===== config.mk =====
export PLATFORM = sky130hd
export DESIGN_NAME = bwb_phys
export DESIGN_NICKNAME = d
export VERILOG_FILES = /design/src/rtl/ball_wall_bounce_step_defines.svh /design/src/rtl/bwb_pkg.sv /design/src/rtl/bwb_phys.sv
export SDC_FILE = /design/constraint.sdc
export NUM_CORES = 2
export LEC_CHECK = 0
export BUFFER_PORTS_ARGS = -buffer_cell sky130_fd_sc_hd__buf_2
export CAP_MARGIN = 10
export CORE_MARGIN = 2
export CORE_UTILIZATION = 36
export DETAILED_ROUTE_END_ITERATION = 16
export GPL_TIMING_DRIVEN = 0
export PLACE_DENSITY = 0.58
export RECOVER_POWER = 50
export SLEW_MARGIN = 20
export SYNTH_ARGS = -nofsm -noshare
export SYNTH_HDL_FRONTEND = slang
export SYNTH_SLANG_ARGS = --single-unit

===== constraint.sdc =====
create_clock -name clk_i -period 16.7 [get_ports clk_i]
set_clock_uncertainty 0.05 [all_clocks]
set_input_delay 2.505 -clock clk_i [delete_from_list [all_inputs] [get_ports clk_i]]
set_output_delay 2.505 -clock clk_i [all_outputs]
set_load 0.05 [all_outputs]

===== src/rtl/ball_wall_bounce_step_defines.svh =====
// assertion macros for the ball wall bounce step block
// used by the top level only, needs clk_i and rst_ni in scope
`ifndef BALL_WALL_BOUNCE_STEP_DEFINES_SVH
`define BALL_WALL_BOUNCE_STEP_DEFINES_SVH
`ifndef NO_ASSERTIONS
`define BWB_ASSERT(lbl, prop, msg) \
  lbl: assert property (@(posedge clk_i) disable iff (!rst_ni) prop) else $error(msg);
`define BWB_ASSERT_RST(lbl, prop, msg) \
  lbl: assert property (@(posedge clk_i) prop) else $error(msg);
`else
`define BWB_ASSERT(lbl, prop, msg)
`define BWB_ASSERT_RST(lbl, prop, msg)
`endif
`endif


===== src/rtl/bwb_pkg.sv =====
// types, constants and saturation helper of the ball wall bounce step block
// no dependencies
`default_nettype none
package bwb_pkg;

  localparam int FRAC_BITS_DEF = 16;
  localparam int ELAST_BITS    = 16;

  localparam logic signed [31:0] GRAVITY_RST = 32'sd26214;
  localparam logic [14:0]        HEIGHT_RST  = 15'd850;
  localparam logic [14:0]        WIDTH_RST   = 15'd1200;
  localparam logic [30:0]        STOP_RST    = 31'd22348;

  typedef enum logic [1:0] {
    CFG_GRAVITY = 2'd0,
    CFG_HEIGHT  = 2'd1,
    CFG_WIDTH   = 2'd2,
    CFG_STOP    = 2'd3
  } cfg_idx_e;

  typedef struct packed {
    logic signed [31:0] pos_x;
    logic signed [31:0] pos_y;
    logic signed [31:0] vel_x;
    logic signed [31:0] vel_y;
    logic [30:0]        ball_radius;
    logic [16:0]        bounce_factor;
    logic [30:0]        ball_mass;
    logic [30:0]        friction_force;
  } ball_t;

  typedef struct packed {
    logic signed [31:0] new_pos_x;
    logic signed [31:0] new_pos_y;
    logic signed [31:0] new_vel_x;
    logic signed [31:0] new_vel_y;
  } res_t;

  typedef struct packed {
    logic signed [31:0] gravity_accel;
    logic [14:0]        screen_height;
    logic [14:0]        screen_width;
    logic [30:0]        stop_threshold;
  } cfg_t;

  localparam logic signed [63:0] SAT_MAX = 64'sh0000_0000_7FFF_FFFF;
  localparam logic signed [63:0] SAT_MIN = 64'shFFFF_FFFF_8000_0000;

  function automatic logic signed [31:0] sat32(input logic signed [63:0] v);
    logic signed [31:0] r;
    if (v > SAT_MAX) r = 32'sh7FFF_FFFF;
    else if (v < SAT_MIN) r = 32'sh8000_0000;
    else r = v[31:0];
    return r;
  endfunction

endpackage
`default_nettype wire


===== src/rtl/bwb_phys.sv =====
// motion, floor, ceiling and side wall pipeline, six register stages
// depends on bwb_pkg
`default_nettype none
module bwb_phys #(
  parameter int FRAC_BITS = bwb_pkg::FRAC_BITS_DEF
) (
  input  wire                      clk_i,
  input  wire                      rst_ni,
  input  wire                      en_i,
  input  wire                      valid_i,
  input  bwb_pkg::ball_t           ball_i,
  input  wire [31+FRAC_BITS-1:0]   acc_i,
  input  bwb_pkg::cfg_t            cfg_i,
  output logic                     valid_o,
  output bwb_pkg::res_t            res_o
);
  localparam int QW = 31 + FRAC_BITS;
  localparam int WW = (FRAC_BITS + 17 > 33) ? FRAC_BITS + 17 : 33;

  logic [5:0] v_q;

  always_ff @(posedge clk_i or negedge rst_ni) begin
    if (!rst_ni) begin
      v_q <= '0;
    end else if (en_i) begin
      v_q <= {v_q[4:0], valid_i};
    end
  end
  assign valid_o = v_q[5];

  // stage 1: gravity, floor line
  logic signed [31:0] x1_q, y1_q, vx1_q, vy1_q;
  logic [30:0]        r1_q;
  logic [16:0]        e1_q;
  logic [QW-1:0]      acc1_q;
  logic signed [WW-1:0] fl1_q;
  logic signed [WW-1:0] hgt, fl_d;

  always_comb begin
    hgt  = $signed({{(WW-15-FRAC_BITS){1'b0}}, cfg_i.screen_height, {FRAC_BITS{1'b0}}});
    fl_d = hgt - $signed({{(WW-31){1'b0}}, ball_i.ball_radius});
  end

  always_ff @(posedge clk_i) begin
    if (en_i) begin
      x1_q   <= ball_i.pos_x;
      y1_q   <= ball_i.pos_y;
      vx1_q  <= ball_i.vel_x;
      vy1_q  <= bwb_pkg::sat32(64'(ball_i.vel_y) + 64'(cfg_i.gravity_accel));
      r1_q   <= ball_i.ball_radius;
      e1_q   <= ball_i.bounce_factor;
      acc1_q <= acc_i;
      fl1_q  <= fl_d;
    end
  end

  // stage 2: move down, floor test, damping product
  logic signed [31:0] x2_q, y2_q, vx2_q, vy2_q;
  logic [30:0]        r2_q;
  logic [16:0]        e2_q;
  logic [QW-1:0]      acc2_q;
  logic signed [WW-1:0] fl2_q;
  logic               floor2_q, neg2_q;
  logic [32:0]        p2_q;
  logic signed [31:0] y2_d;
  logic [31:0]        mag2;
  logic [48:0]        prod2;

  always_comb begin
    y2_d  = bwb_pkg::sat32(64'(y1_q) + 64'(vy1_q));
    mag2  = vy1_q[31] ? 32'(-vy1_q) : 32'(vy1_q);
    prod2 = 49'(mag2) * 49'(e1_q);
  end

  always_ff @(posedge clk_i) begin
    if (en_i) begin
      x2_q     <= x1_q;
      y2_q     <= y2_d;
      vx2_q    <= vx1_q;
      vy2_q    <= vy1_q;
      r2_q     <= r1_q;
      e2_q     <= e1_q;
      acc2_q   <= acc1_q;
      fl2_q    <= fl1_q;
      floor2_q <= $signed(WW'(y2_d)) >= fl1_q;
      neg2_q   <= vy1_q > 32'sd0;
      p2_q     <= prod2[48:bwb_pkg::ELAST_BITS];
    end
  end

  // stage 3: floor clamp, stop test, friction
  logic signed [31:0] x3_q, y3_q, vx3_q, vy3_q;
  logic [30:0]        r3_q;
  logic [16:0]        e3_q;
  logic signed [31:0] d3, vy3_d, vx3_d, fr3;
  logic [32:0]        magd3, magvx3;
  logic [63:0]        acc64;

  always_comb begin
    d3     = bwb_pkg::sat32(neg2_q ? -$signed(64'(p2_q)) : $signed(64'(p2_q)));
    magd3  = d3[31] ? 33'(-$signed({d3[31], d3})) : 33'(d3);
    vy3_d  = floor2_q ? ((magd3 < 33'(cfg_i.stop_threshold)) ? 32'sd0 : d3) : vy2_q;
    acc64  = 64'(acc2_q);
    magvx3 = 33'(-$signed({vx2_q[31], vx2_q}));
    if (vx2_q > 32'sd0) begin
      fr3 = (acc64 >= 64'(vx2_q)) ? 32'sd0 : 32'(vx2_q - $signed(acc2_q[31:0]));
    end else if (vx2_q < 32'sd0) begin
      fr3 = (acc64 >= 64'(magvx3)) ? 32'sd0 : 32'(vx2_q + $signed(acc2_q[31:0]));
    end else begin
      fr3 = vx2_q;
    end
    vx3_d = floor2_q ? fr3 : vx2_q;
  end

  always_ff @(posedge clk_i) begin
    if (en_i) begin
      x3_q  <= x2_q;
      y3_q  <= floor2_q ? bwb_pkg::sat32(64'(fl2_q)) : y2_q;
      vx3_q <= vx3_d;
      vy3_q <= vy3_d;
      r3_q  <= r2_q;
      e3_q  <= e2_q;
    end
  end

  // stage 4: ceiling test and product, move sideways, right wall line
  logic signed [31:0] x4_q, y4_q, vx4_q, vy4_q;
  logic [30:0]        r4_q;
  logic               ceil4_q, neg4_q;
  logic [32:0]        p4_q;
  logic signed [WW-1:0] wr4_q;
  logic               ceil4_d;
  logic [31:0]        mag4;
  logic [48:0]        prod4;
  logic signed [WW-1:0] wid;

  always_comb begin
    ceil4_d = $signed({y3_q[31], y3_q}) <= $signed({2'b00, r3_q});
    mag4    = vy3_q[31] ? 32'(-vy3_q) : 32'(vy3_q);
    prod4   = 49'(mag4) * 49'(e3_q);
    wid     = $signed({{(WW-15-FRAC_BITS){1'b0}}, cfg_i.screen_width, {FRAC_BITS{1'b0}}});
  end

  always_ff @(posedge clk_i) begin
    if (en_i) begin
      x4_q    <= bwb_pkg::sat32(64'(x3_q) + 64'(vx3_q));
      y4_q    <= ceil4_d ? $signed({1'b0, r3_q}) : y3_q;
      vx4_q   <= vx3_q;
      vy4_q   <= vy3_q;
      r4_q    <= r3_q;
      ceil4_q <= ceil4_d;
      neg4_q  <= vy3_q > 32'sd0;
      p4_q    <= prod4[48:bwb_pkg::ELAST_BITS];
      wr4_q   <= wid - $signed({{(WW-31){1'b0}}, r3_q});
    end
  end

  // stage 5: ceiling damping, right wall
  logic signed [31:0] x5_q, y5_q, vx5_q, vy5_q;
  logic [30:0]        r5_q;
  logic               right5;

  always_comb begin
    right5 = $signed(WW'(x4_q)) >= wr4_q;
  end

  always_ff @(posedge clk_i) begin
    if (en_i) begin
      vy5_q <= ceil4_q ?
               bwb_pkg::sat32(neg4_q ? -$signed(64'(p4_q)) : $signed(64'(p4_q))) : vy4_q;
      x5_q  <= right5 ? bwb_pkg::sat32((64'(wr4_q) <<< 1) - 64'(x4_q)) : x4_q;
      vx5_q <= right5 ? bwb_pkg::sat32(-64'(vx4_q)) : vx4_q;
      y5_q  <= y4_q;
      r5_q  <= r4_q;
    end
  end

  // stage 6: left wall, output word
  logic left6;

  always_comb begin
    left6 = $signed({x5_q[31], x5_q}) <= $signed({2'b00, r5_q});
  end

  always_ff @(posedge clk_i) begin
    if (en_i) begin
      res_o.new_pos_x <= left6 ?
                         bwb_pkg::sat32($signed(64'(r5_q) <<< 1) - 64'(x5_q)) : x5_q;
      res_o.new_vel_x <= left6 ? bwb_pkg::sat32(-64'(vx5_q)) : vx5_q;
      res_o.new_pos_y <= y5_q;
      res_o.new_vel_y <= vy5_q;
    end
  end
endmodule
`default_nettype wire


==> results.yml <==
run_status:
  status: "complete, but fails checks"
  violations: "max-capacitance violations, max-slew violations"
cells_and_area:
  nFillCells: 26600
  final_layout_size_suffix_gt1_share_pct: 7.51
  multi_input_area_sq_mm: 0.0556
  fin_cells: 13900
  final-seq-area_sq_mm: 0.0371
  areaGrowthSynthToFinish_pct: 12.1
  final_util_pct: 40.6
  layout.nets: 12100
clock_network:
  numCtsBuffers: 145
  cts-hold-fix-buffers: 0
  cts_htree_levels: 4
  clockBufferDepth: 4
  worst_skew_pair.late_latency_ns: 0.84
  cts.sinks: 1237
  cts_setup_buffers: 0
  cts_resized: 0
  cts.clk_slew.worst_paths_ns: 0.06
  cts_tree: "yes"
  clockRootBuffer: "clkbuf_16"
global_route:
  antenna_found_initial: 39
  grt_usage_pct: 22.2
  grt_max_degree: 147
  overflow: 0
  grt_pass1_wl_mm: 467
  grt_pass1_vias: 74000
floorplanning:
  dieArea_sq_mm: 0.280
  placeableCoreArea_sq_mm: 0.274
  die_h_um: 529
  start_util_pct: 36.2
  ios: 511
  fp.dieW_um: 529
  rows: 192
yosys:
  synth_top_area_cell: "edfxtp_1"
  async_reset_ff_share_pct: 0.485
  avgSynthCellArea_sq_um: 10.5
  ys_types: 98
  synth_edf_count: 1231
  synth_nets: 11500
  synth-seq-cells: 1237
  yosys_warnings: 0
  netlist_top_cells_area: "edfxtp_1, fa_1, ha_1, inv_1, nand2_1"
  synth_ff_type: "edfxtp_1"
  netlist_instances: 9455
  seq_area_frac_synth_pct: 37.4
  yosysTopAreaCellShare_pct: 37.2
  synthesis.area_sq_mm: 0.0993
detailed_routing:
  dr.pass1.iters: 6
  drc: 0
  initialDrtViolationCount: 5593
  routedWlPerCell_um: 22.7
  viasPerCell: 5.26
  wirelength_mm: 315
  postRouteAntennaNets: 0
  num_vias: 73000
timing:
  fmax_ghz: 0.0793
  setup_slack_ns: 4.08
  finalHoldWorstSlack_ns: 0.314
  grt_setup_unrepaired: "false"
  worstMarginPinSlew_ns: 6.58
  slew_viol_final: 407
  hold_violations: 0
  setup_viol: 0
  fin_crit_sh_pct: 75.5
  finalCriticalPeriod_ns: 12.62
  slew_headroom_pct: -339
critical_path:
  rrSetupSlack_ns: 5.42
  worst_setup_path_start_kind: "input port"
  cp.required_ns: 16.94
  rr_worst_depth: 34
  crit_type: "input port to register"
  crit_path_max_fanout: 125
  crit_arrival_ns: 12.85
  crit_path_end_kind: "register"
min_path:
  hp-class: "register to register"
  holdPathStages: 0
placed_design:
  dp_slack_ns: 5.58
  hpwl_mm: 257
  port_buffers: 448
  gp_congestion: 0.956
  dp.cells: 13600
run:
  max_cap_viol_count: 4
==> Yosys cell counts, types with 65 or more instances <==
| master | n |
|---|---|
| xor2_1 | 112 |
| ha_1 | 741 |
| a21o_1 | 176 |
| mux2_2 | 71 |
| nor3_1 | 154 |
| xnor2_1 | 267 |
| o21a_1 | 76 |
| fa_1 | 901 |
| nand4_1 | 76 |
| o211ai_1 | 68 |
| nor2b_1 | 78 |
| nor2_1 | 476 |
| or3_1 | 68 |
| clkbuf_1 | 343 |
| nand2_1 | 1083 |
| a21oi_1 | 409 |
| and2_1 | 330 |
| edfxtp_1 | 1231 |
| inv_1 | 1407 |
| a31oi_1 | 65 |
| o21ai_0 | 334 |
| nand3_1 | 108 |
==> final timing paths <==
kind / from / endpoint
worst min-delay path: r1_q[5] / r2_q[5]
min in group asynchronous: rst_ni / v_q[4]
worst max register to register: vy1_q[0] / p2_q[29]
worst min register to register: r1_q[5] / r2_q[5]
max in group asynchronous: rst_ni / v_q[2]
worst max-delay path: en_i / y5_q[22]
==> layout by cell type (no fill, tap or decap), drive strengths merged, types with 45 or more instances in the layout <==
master | Yosys | routed
inv | 1407 | 1422
edfxtp | 1231 | 1231
nand2 | 1083 | 1083
fa | 901 | 901
ha | 741 | 741
clkbuf | 343 | 590
nor2 | 477 | 477
buf | 24 | 412
a21oi | 410 | 410
o21ai | 336 | 336
and2 | 330 | 330
xnor2 | 267 | 267
a21o | 176 | 176
nor3 | 154 | 154
xor2 | 112 | 112
nand3 | 108 | 108
nor2b | 78 | 78
o21a | 76 | 76
nand4 | 76 | 76
mux2 | 71 | 71
or3 | 69 | 69
o211ai | 68 | 68
a31oi | 66 | 66
a211oi | 60 | 60
nand2b | 56 | 56
o31ai | 53 | 53
clkinv | 2 | 47
maj3 | 45 | 45
==> kinds of logic after synthesis <==
logic type               synth area share, %
AO/OA/AOI/OAI                           11.1
XOR/XNOR                                3.34
adder cells (fa/ha/maj)                 28.0
buffers and inverters                   6.75
flip-flops                              37.4
multiplexers                           0.906
other                                0.00378
AND/OR/NAND/NOR                         12.6
==> per-layer routing <==
| metal | wire [um] | GRT usage (%) | vias up |
|---|---|---|---|
| li1 | - | - | 33500 |
| met1 | 131000 | 28.8 | 36500 |
| met2 | 146000 | 36.0 | 2463 |
| met3 | 18700 | 3.03 | 591 |
| met4 | 18200 | 11.4 | 8 |
| met5 | 60 | 0 | - |
==> worst max-delay path, cell delays in order <==
cell	delay, ns
clkbuf_1	2.60
clkbuf_1	3.08
clkbuf_1	4.43
==> state kept, by name (all words and copies together) (netlist names), 33 cells and up <==
register / cells
res_o: 128
acc1_q: 47
acc2_q: 47
p2_q: 33
p4_q: 33
==> cell type report <==
type	instances	share of cell area [%]
diodes	25	0.0562
plain buffers	367	1.27
clock buffers	171	3.43
clock inverters	85	0.865
inverters	1409	4.75
multi-input cells	6442	50.0
flip-flops and latches	1237	33.4
well taps	3686	4.14
repair buffers	464	2.15
==> metrics by stage <==
| stage | setup TNS (ns) | area, sq um |
|---|---|---|
| 6_report | 0 | 111000 |
| 5_1_grt | 0 | 111000 |
| 4_1_cts | 0 | 111000 |
| 3_5_place_dp | 0 | 107000 |
| 3_3_place_gp | -7074.06 | 106000 |
| 2_1_floorplan | 0 | 99300 |
Power is not shown: default switching activity piles up to over one toggle a cycle in this logic, so the estimate is an artifact.
